File: src/design/dtg_pkg.sv
// Shared constants, calendar tables and stage bundle types for the date and time
// to GPS week converter.
// No dependencies; every other design file imports this package.
package dtg_pkg;

  // Field widths of the ports.
  localparam int DateW   = 20;
  localparam int TimeW   = 30;
  localparam int WeekW   = 13;
  localparam int MillisW = 30;
  localparam int LeapW   = 6;

  // Reset value of the leap second register.
  localparam logic [LeapW-1:0] LeapReset = 6'd18;

  // Reciprocal constants for division by constants.
  // For x < 2^Shift / (Recip * d - 2^Shift) the quotient (x * Recip) >> Shift is exact.
  localparam logic [20:0] Recip100  = 21'd1342178;     // 2^27 / 100, rounded up
  localparam logic [30:0] Recip1000 = 31'd1099511628;  // 2^40 / 1000, rounded up
  localparam logic [16:0] Recip7    = 17'd74899;       // 2^19 / 7, rounded up

  // Days from the GPS epoch (6 January 1980) to 1 January 2000.
  localparam logic [15:0] GpsDayBase  = 16'd7300;
  localparam logic [19:0] SecsPerDay  = 20'd86400;
  localparam logic [19:0] SecsPerWeek = 20'd604800;

  // Decimal fields after the digit split.
  typedef struct packed {
    logic [6:0] yy;
    logic [6:0] mon;
    logic [6:0] day;
    logic [6:0] hour;
    logic [6:0] min;
    logic [6:0] sec;
    logic [9:0] msec;
  } dtg_fields_t;

  // Day count and time of day, ready for the week split.
  typedef struct packed {
    logic        ok;
    logic [15:0] gps_days;
    logic [16:0] tod;
    logic [9:0]  msec;
  } dtg_day_t;

  // Days in the year before the first of the month (non-leap year).
  function automatic logic [8:0] month_start(input logic [6:0] mon);
    logic [8:0] res;
    unique case (mon)
      7'd1:    res = 9'd0;
      7'd2:    res = 9'd31;
      7'd3:    res = 9'd59;
      7'd4:    res = 9'd90;
      7'd5:    res = 9'd120;
      7'd6:    res = 9'd151;
      7'd7:    res = 9'd181;
      7'd8:    res = 9'd212;
      7'd9:    res = 9'd243;
      7'd10:   res = 9'd273;
      7'd11:   res = 9'd304;
      7'd12:   res = 9'd334;
      default: res = 9'd0;
    endcase
    return res;
  endfunction

  // Length of the month; a month code outside 1..12 gives zero.
  function automatic logic [4:0] month_len(input logic [6:0] mon, input logic leap);
    logic [4:0] res;
    unique case (mon)
      7'd1, 7'd3, 7'd5, 7'd7, 7'd8, 7'd10, 7'd12: res = 5'd31;
      7'd4, 7'd6, 7'd9, 7'd11:                    res = 5'd30;
      7'd2:                                       res = leap ? 5'd29 : 5'd28;
      default:                                    res = 5'd0;
    endcase
    return res;
  endfunction

endpackage

File: src/design/decimal_date_time_to_gps_week_top.sv
// The done strobe follows the start beat through the pipeline stages (4 split stages,
// 1 day count stage, 3 week stages). Throughput: one beat per cycle, so busy is always low.
// The receiver cannot stall; every result is on the outputs for exactly one cycle.
// Reset (rst, synchronous, active high) empties the pipeline and sets leap_seconds to 18.
// Depends on dtg_pkg, dtg_split, dtg_days and dtg_week.
module decimal_date_time_to_gps_week_top (
  input  logic                        clk,
  input  logic                        rst,
  input  logic                        start,
  output logic                        busy,
  input  logic [dtg_pkg::DateW-1:0]   date_word,
  input  logic [dtg_pkg::TimeW-1:0]   time_word,
  input  logic                        cfg_wr_en,
  input  logic [dtg_pkg::LeapW-1:0]   cfg_wr_data,
  output logic                        done,
  output logic [dtg_pkg::WeekW-1:0]   gps_week,
  output logic [dtg_pkg::MillisW-1:0] week_millis,
  output logic                        valid_res
);
  import dtg_pkg::*;

  logic [LeapW-1:0] leap_seconds;
  logic             split_vld;
  dtg_fields_t      fields;
  logic             days_vld;
  dtg_day_t         day_info;

  // The pipeline takes a new beat every cycle.
  assign busy = 1'b0;

  // Leap second register.
  always_ff @(posedge clk) begin
    if (rst) begin
      leap_seconds <= LeapReset;
    end else if (cfg_wr_en) begin
      leap_seconds <= cfg_wr_data;
    end
  end

  dtg_split u_split (
    .clk       (clk),
    .rst       (rst),
    .in_vld    (start && !busy),
    .date_word (date_word),
    .time_word (time_word),
    .out_vld   (split_vld),
    .fields    (fields)
  );

  dtg_days u_days (
    .clk          (clk),
    .rst          (rst),
    .in_vld       (split_vld),
    .fields       (fields),
    .leap_seconds (leap_seconds),
    .out_vld      (days_vld),
    .day_info     (day_info)
  );

  dtg_week u_week (
    .clk         (clk),
    .rst         (rst),
    .in_vld      (days_vld),
    .day_info    (day_info),
    .out_vld     (done),
    .gps_week    (gps_week),
    .week_millis (week_millis),
    .valid_res   (valid_res)
  );

`ifndef SYNTHESIS
  // Every accepted beat gives its result strobe.
  a_latency: assert property (@(posedge clk) disable iff (rst)
    (start && !busy) |-> ##8 done)
    else $error("result strobe missing eight cycles after a start beat");

  // A strobe never appears without a matching accepted beat.
  a_no_spurious: assert property (@(posedge clk) disable iff (rst)
    done |-> $past(start && !busy, 8))
    else $error("result strobe without a matching start beat");

  // Rejected fields give zero outputs.
  a_invalid_zero: assert property (@(posedge clk) disable iff (rst)
    (done && !valid_res) |-> (gps_week == '0 && week_millis == '0))
    else $error("invalid result carries non-zero fields");

  // The millisecond of the week stays within one week.
  a_millis_range: assert property (@(posedge clk) disable iff (rst)
    done |-> (week_millis < 30'd604800000))
    else $error("week_millis beyond one week");
`endif

endmodule

File: src/design/dtg_split.sv
// Four-stage decimal digit split of the packed date and time words.
// Depends on dtg_pkg for the reciprocal constants and the field bundle type.
module dtg_split (
  input  logic                      clk,
  input  logic                      rst,
  input  logic                      in_vld,
  input  logic [dtg_pkg::DateW-1:0] date_word,
  input  logic [dtg_pkg::TimeW-1:0] time_word,
  output logic                      out_vld,
  output dtg_pkg::dtg_fields_t      fields
);
  import dtg_pkg::*;

  // Stage 1: date / 100 and time / 1000.
  logic [40:0] date_prod;
  logic [60:0] time_prod;
  logic        s1_vld;
  logic [13:0] s1_q1;
  logic [6:0]  s1_date_lo;
  logic [20:0] s1_v;
  logic [9:0]  s1_time_lo;

  assign date_prod = 41'(date_word) * 41'(Recip100);
  assign time_prod = 61'(time_word) * 61'(Recip1000);

  always_ff @(posedge clk) begin
    if (rst) begin
      s1_vld <= 1'b0;
    end else begin
      s1_vld <= in_vld;
    end
  end

  always_ff @(posedge clk) begin
    s1_q1      <= date_prod[40:27];
    s1_date_lo <= date_word[6:0];
    s1_v       <= time_prod[60:40];
    s1_time_lo <= time_word[9:0];
  end

  // Stage 2: year and millisecond remainders, day and (time / 100000).
  logic [34:0] q1_prod;
  logic [41:0] v_prod;
  logic        s2_vld;
  logic [6:0]  s2_yy;
  logic [6:0]  s2_q1_lo;
  logic [6:0]  s2_day;
  logic [6:0]  s2_v_lo;
  logic [13:0] s2_w;
  logic [9:0]  s2_msec;

  assign q1_prod = 35'(s1_q1) * 35'(Recip100);
  assign v_prod  = 42'(s1_v) * 42'(Recip100);

  always_ff @(posedge clk) begin
    if (rst) begin
      s2_vld <= 1'b0;
    end else begin
      s2_vld <= s1_vld;
    end
  end

  // Remainders only need the low bits of the dividend and the quotient.
  always_ff @(posedge clk) begin
    s2_yy    <= 7'(s1_date_lo - 7'(s1_q1[6:0] * 7'd100));
    s2_q1_lo <= s1_q1[6:0];
    s2_day   <= q1_prod[33:27];
    s2_v_lo  <= s1_v[6:0];
    s2_w     <= v_prod[40:27];
    s2_msec  <= 10'(s1_time_lo - 10'(s1_v[9:0] * 10'd1000));
  end

  // Stage 3: month and second remainders, hour quotient.
  logic [34:0] w_prod;
  logic        s3_vld;
  logic [6:0]  s3_yy;
  logic [6:0]  s3_mon;
  logic [6:0]  s3_day;
  logic [6:0]  s3_sec;
  logic [6:0]  s3_hour;
  logic [6:0]  s3_w_lo;
  logic [9:0]  s3_msec;

  assign w_prod = 35'(s2_w) * 35'(Recip100);

  always_ff @(posedge clk) begin
    if (rst) begin
      s3_vld <= 1'b0;
    end else begin
      s3_vld <= s2_vld;
    end
  end

  always_ff @(posedge clk) begin
    s3_yy   <= s2_yy;
    s3_mon  <= 7'(s2_q1_lo - 7'(s2_day * 7'd100));
    s3_day  <= s2_day;
    s3_sec  <= 7'(s2_v_lo - 7'(s2_w[6:0] * 7'd100));
    s3_hour <= w_prod[33:27];
    s3_w_lo <= s2_w[6:0];
    s3_msec <= s2_msec;
  end

  // Stage 4: minute remainder, all fields registered together.
  always_ff @(posedge clk) begin
    if (rst) begin
      out_vld <= 1'b0;
    end else begin
      out_vld <= s3_vld;
    end
  end

  always_ff @(posedge clk) begin
    fields.yy   <= s3_yy;
    fields.mon  <= s3_mon;
    fields.day  <= s3_day;
    fields.hour <= s3_hour;
    fields.min  <= 7'(s3_w_lo - 7'(s3_hour * 7'd100));
    fields.sec  <= s3_sec;
    fields.msec <= s3_msec;
  end

endmodule

File: src/design/dtg_days.sv
// Range checks, day count from the GPS epoch and seconds of the day.
// Depends on dtg_pkg for the calendar tables and the bundle types.
module dtg_days (
  input  logic                      clk,
  input  logic                      rst,
  input  logic                      in_vld,
  input  dtg_pkg::dtg_fields_t      fields,
  input  logic [dtg_pkg::LeapW-1:0] leap_seconds,
  output logic                      out_vld,
  output dtg_pkg::dtg_day_t         day_info
);
  import dtg_pkg::*;

  logic        leap_yr;
  logic [4:0]  mlen;
  logic        ok_date;
  logic        ok_time;
  logic [7:0]  yy_plus3;
  logic [15:0] leap_days;
  logic [15:0] gps_days;
  logic [16:0] tod;

  // Every fourth year from 2000 is a leap year in this range.
  assign leap_yr = (fields.yy[1:0] == 2'd0);
  assign mlen    = month_len(fields.mon, leap_yr);

  // An invalid month gives a zero length, so the day check fails too.
  assign ok_date = (fields.day != 7'd0) && (fields.day <= 7'(mlen));
  assign ok_time = (fields.hour <= 7'd23) && (fields.min <= 7'd59) && (fields.sec <= 7'd59);

  // Whole days since 6 January 1980.
  assign yy_plus3  = 8'(fields.yy) + 8'd3;
  assign leap_days = 16'(yy_plus3[7:2]) + ((leap_yr && (fields.mon > 7'd2)) ? 16'd1 : 16'd0);
  assign gps_days  = GpsDayBase + 16'(fields.yy) * 16'd365 + leap_days
                   + 16'(month_start(fields.mon)) + 16'(fields.day) - 16'd1;

  // Seconds of the day with the leap second offset folded in.
  assign tod = 17'(fields.hour) * 17'd3600 + 17'(fields.min) * 17'd60
             + 17'(fields.sec) + 17'(leap_seconds);

  always_ff @(posedge clk) begin
    if (rst) begin
      out_vld <= 1'b0;
    end else begin
      out_vld <= in_vld;
    end
  end

  always_ff @(posedge clk) begin
    day_info.ok       <= ok_date && ok_time;
    day_info.gps_days <= gps_days;
    day_info.tod      <= tod;
    day_info.msec     <= fields.msec;
  end

endmodule

File: src/design/dtg_week.sv
// Three-stage split of the day count into GPS week and millisecond of week.
// Depends on dtg_pkg for the reciprocal of seven, the week length and the bundle type.
module dtg_week (
  input  logic                        clk,
  input  logic                        rst,
  input  logic                        in_vld,
  input  dtg_pkg::dtg_day_t           day_info,
  output logic                        out_vld,
  output logic [dtg_pkg::WeekW-1:0]   gps_week,
  output logic [dtg_pkg::MillisW-1:0] week_millis,
  output logic                        valid_res
);
  import dtg_pkg::*;

  // Stage 1: week = days / 7.
  logic [32:0]      days_prod;
  logic             s1_vld;
  logic             s1_ok;
  logic [WeekW-1:0] s1_week;
  logic [2:0]       s1_days_lo;
  logic [16:0]      s1_tod;
  logic [9:0]       s1_msec;

  assign days_prod = 33'(day_info.gps_days) * 33'(Recip7);

  always_ff @(posedge clk) begin
    if (rst) begin
      s1_vld <= 1'b0;
    end else begin
      s1_vld <= in_vld;
    end
  end

  always_ff @(posedge clk) begin
    s1_ok      <= day_info.ok;
    s1_week    <= days_prod[31:19];
    s1_days_lo <= day_info.gps_days[2:0];
    s1_tod     <= day_info.tod;
    s1_msec    <= day_info.msec;
  end

  // Stage 2: second of week; the leap offset may carry into the next week.
  logic [2:0]       dow;
  logic [19:0]      sow_raw;
  logic             s2_vld;
  logic             s2_ok;
  logic [WeekW-1:0] s2_week;
  logic [19:0]      s2_sow;
  logic [9:0]       s2_msec;

  assign dow     = 3'(s1_days_lo - 3'(s1_week[2:0] * 3'd7));
  assign sow_raw = 20'(dow) * SecsPerDay + 20'(s1_tod);

  always_ff @(posedge clk) begin
    if (rst) begin
      s2_vld <= 1'b0;
    end else begin
      s2_vld <= s1_vld;
    end
  end

  always_ff @(posedge clk) begin
    s2_ok   <= s1_ok;
    s2_msec <= s1_msec;
    if (sow_raw >= SecsPerWeek) begin
      s2_week <= s1_week + 13'd1;
      s2_sow  <= sow_raw - SecsPerWeek;
    end else begin
      s2_week <= s1_week;
      s2_sow  <= sow_raw;
    end
  end

  // Stage 3: milliseconds of week and the zeroed result for bad fields.
  always_ff @(posedge clk) begin
    if (rst) begin
      out_vld <= 1'b0;
    end else begin
      out_vld <= s2_vld;
    end
  end

  always_ff @(posedge clk) begin
    valid_res <= s2_ok;
    if (s2_ok) begin
      gps_week    <= s2_week;
      week_millis <= 30'(s2_sow) * 30'd1000 + 30'(s2_msec);
    end else begin
      gps_week    <= '0;
      week_millis <= '0;
    end
  end

endmodule

File: config.mk
export PLATFORM = sky130hd
export DESIGN_NAME = decimal_date_time_to_gps_week_top
export DESIGN_NICKNAME = d
export VERILOG_FILES = /design/src/design/dtg_pkg.sv /design/src/design/decimal_date_time_to_gps_week_top.sv /design/src/design/dtg_split.sv /design/src/design/dtg_days.sv /design/src/design/dtg_week.sv
export SDC_FILE = /design/constraint.sdc
export NUM_CORES = 2
export LEC_CHECK = 0
export ABC_AREA = 1
export ABC_CLOCK_PERIOD_IN_PS = 9100
export BUFFER_PORTS_ARGS = -buffer_cell sky130_fd_sc_hd__buf_2
export CORE_AREA = 2 2 409 411
export DETAILED_ROUTE_END_ITERATION = 6
export DIE_AREA = 0 0 411 413
export PLACE_DENSITY = 0.65
export RECOVER_POWER = 100
export SYNTH_ARGS = -nofsm -noshare
export SYNTH_HDL_FRONTEND = slang
export SYNTH_HIERARCHICAL = 1
export SYNTH_SLANG_ARGS = --single-unit
File: constraint.sdc
create_clock -name clk -period 9.1 [get_ports clk]
set_input_delay 1.82 -clock clk [delete_from_list [all_inputs] [get_ports clk]]
set_output_delay 1.82 -clock clk [all_outputs]
set_load 0.02 [all_outputs]
==> results_dict.tcl <==
set metrics [dict create \
    syn_nets 10010 \
    r2r-start "u_split/fields[39]" \
    clk_pin_slew_ns 0.06 \
    grtUsageMet3_pct 2.22 \
    rows 150 \
    synthAdderAreaFrac_pct 55.9 \
    layout.nets 10151 \
    grt_first_pass_wirelength_mm 256 \
    routedWlPerCell_um 15.5 \
    routed_wl_mm 155 \
    cts_hold_buffers 0 \
    place_area_mm2 0.0689 \
    final.min_clock_period_ns 7.63 \
    synthSimpleGateAreaFrac_pct 13.3 \
    cts_tree "yes" \
    worstReg2RegEnd "u_days/day_info[42]" \
    synth_seq_cells 398 \
    yosysSeqAreaShare_pct 12.1 \
    hold_path_depth 0 \
    rsz0062_at_grt "no" \
    routed_via_density 4.76 \
    drv_slew 37 \
    reg2reg_setup_slack_ns 3.07 \
    drc 4 \
    top_usage_layer "met2" \
    start_kind "input port" \
    finalClockSkew_ns 0.0521 \
    tns_ns 0 \
    io_buffers 104 \
    numCtsBuffers 47 \
    worstHoldStart "u_split/s3_sec[4]" \
    antenna_found_initial 1 \
    drive_gt1_share_pct 2.92 \
    syn_area_mm2 0.0657 \
    async_flop_share_pct 0 \
    syn2layout_area_growth_pct 7.18 \
    die_y_um 413 \
    setup_viol 0 \
    dr.pass1.iters 7 \
    vias 47414 \
    hpwl_mm 136 \
    synth-edff-count 0 \
    cts-root-buf "clkbuf_16" \
    synth_xor_area_share_pct 2.27 \
    nFillCells 16600 \
    grt_max_degree 37 \
    period_share_pct 83.8 \
    hold_path.class "reg2reg" \
    fin_hold_ws_ns 0.308 \
    hold_violations 0 \
    dieArea_mm2 0.170 \
    cts_buffer_depth 3 \
    cap_violations 1 \
    grt_util_met1_pct 25.5 \
    start_util_pct 39.6 \
    gp_congestion 0.917 \
    cts_resized 0 \
    grt_use_met2_pct 31.3 \
    ant_nets 0 \
    numClockSinks 398 \
    critPathKind "in2reg" \
    synthCells 7570 \
    status "complete, but fails checks" \
    yosysWarnings 6 \
    r2r_cells 26 \
    insertion_delay_ns 0.64 \
    io_pins 106 \
    worstPathMaxFanout 12 \
    grt-ovfl-total 0 \
    critPathRequiredTime_ns 9.63 \
    drt_iter0_drc 2550 \
    hold_end "u_split/fields[14]" \
    slew_headroom_pct -21.2 \
    die_w_um 411 \
    end_kind "flip-flop" \
    worstPathArrival_ns 8.16 \
    post_cts_buffers 0 \
    synth_area_per_cell_um2 8.68 \
    synth_ff_type "dfxtp_1" \
    synth_top_family_by_area "adder cells" \
    fin_area_mm2 0.0704 \
    synthMuxAreaShare_pct 0 \
    coreArea_mm2 0.166 \
    htree_num_levels 2 \
    yosysUniqueCellTypes 63 \
    groute.usage.overall_pct 18.7 \
    worst_pin_slew_ns 1.82 \
    clock.fmax_ghz 0.131 \
    synth_compound_gate_area_share_pct 5.00 \
    violations "design-rule violations, max-capacitance violations, max-slew violations" \
    grt_pass1_vias 49806 \
]
==> through the flow <==
step | setup WS [ns] | std cells | utilization, %
finish | 1.47 | 9954 | 42.4
global route | 1.19 | 9954 | 42.4
CTS | 2.03 | 9953 | 42.5
detailed placement | 1.33 | 9866 | 41.5
global placement | 1.38 | 9866 | 41.5
floorplan | 2.14 | 7570 | -
==> synthesized netlist by cell type (all sizes together) (2+ instances only) <==
| library cell | count | area share [%] |
|---|---|---|
| a211oi | 4 | 0.046 |
| a21boi | 10 | 0.11 |
| a21o | 26 | 0.30 |
| a21oi | 313 | 2.4 |
| a31oi | 8 | 0.076 |
| and2 | 10 | 0.10 |
| and3 | 2 | 0.019 |
| buf | 8 | 0.12 |
| clkbuf | 5 | 0.030 |
| clkinv | 2 | 0.011 |
| dfxtp | 398 | 12 |
| fa | 922 | 28 |
| ha | 1458 | 28 |
| inv | 1966 | 11 |
| nand2 | 1262 | 7.3 |
| nand3 | 228 | 1.8 |
| nand3b | 24 | 0.27 |
| nand4 | 55 | 0.54 |
| nor2 | 372 | 2.3 |
| nor3 | 76 | 0.66 |
| nor3b | 2 | 0.030 |
| nor4 | 14 | 0.16 |
| o211ai | 9 | 0.11 |
| o21a | 12 | 0.14 |
| o21ai | 162 | 1.3 |
| o21bai | 41 | 0.47 |
| o31ai | 3 | 0.034 |
| or2 | 7 | 0.070 |
| xnor2 | 60 | 0.80 |
| xor2 | 105 | 1.5 |
==> sequential cells by signal, indices dropped and copies added, names as in the netlist, 10 cells and up <==
register            count
u_week/s2_sow          20
u_split/fields         52
u_week/gps_week        13
u_split/s2_msec        10
u_week/s1_week         13
u_split/s1_v           21
u_week/week_millis     30
u_week/s2_msec         10
u_week/s1_msec         10
u_week/s1_tod          17
u_week/s2_week         13
u_split/s1_q1          14
u_split/s1_time_lo     10
u_split/s3_msec        10
u_split/s2_w           14
u_days/day_info        44
==> worst max path at each step <==
stage                   from                to  slack, ns  cells after the start
3_3_place_gp   time_word[22]  u_split/s1_v[20]       1.38                     24
5_1_grt         time_word[9]   u_split/s1_v[7]       1.19                     22
4_1_cts         time_word[8]   u_split/s1_v[7]       2.03                     26
3_5_place_dp    time_word[8]   u_split/s1_v[7]       1.33                     26
6_report        time_word[9]   u_split/s1_v[7]       1.47                     22
2_1_floorplan  time_word[21]   u_split/s1_v[7]       2.14                     24
==> placed cells by master, fill, tap and decap left out, drive strengths merged, types with 12 or more instances in the layout <==
master     n
a21oi    313
clkbuf   124
o21bai    41
nor4      14
xor2     105
inv     1968
nand3b    24
nand3    228
fa       922
ha      1458
nand4     55
nor3      76
a21o      26
o21ai    162
dfxtp    398
xnor2     60
buf       41
clkinv    16
nand2   1262
o21a      12
nor2     372
==> final cells by class <==
class / instances / area [um^2] / share of cell area [%]
Clock inverter: 27 / 365 / 0.519
Clock buffer: 60 / 1320 / 1.87
Inverter: 1968 / 7390 / 10.5
Multi-Input combinational cell: 5191 / 50100 / 71.2
Antenna cell: 1 / 2.50 / 0.00355
Tap cell: 2204 / 2760 / 3.92
Timing Repair Buffer: 105 / 445 / 0.633
Sequential cell: 398 / 7970 / 11.3
==> kinds of logic after synthesis <==
group	count (synthesis)
AND/OR/NAND/NOR	2052
AO/OA/AOI/OAI	593
flip-flops	398
adder cells (fa/ha/maj)	2380
other	1
XOR/XNOR	165
buffers and inverters	1981
==> routing by layer <==
layer  share of wire, %  vias to the layer above
met1                 47                    22750
met5                  0                        -
met4                2.5                        0
met3                4.0                      171
li1                   -                    23696
met2                 46                      797
==> worst max-delay path: stages <==
cell and delay, ns:
clkbuf_1 0.82, ha_1 0.41, fa_1 0.44, fa_1 0.51
inv_1 0.06, fa_1 0.49, inv_1 0.06, fa_1 0.48
fa_1 0.50, fa_1 0.50, inv_1 0.05, fa_1 0.49
inv_1 0.05, ha_1 0.30, nand2_1 0.14, nor2_1 0.23
and2_0 0.21, nand4_1 0.10, nand3_1 0.21, nand2_1 0.11
nand3_1 0.10, nand2_1 0.06
Power is not shown: default switching activity piles up to over one toggle a cycle in this logic, so the estimate is an artifact.
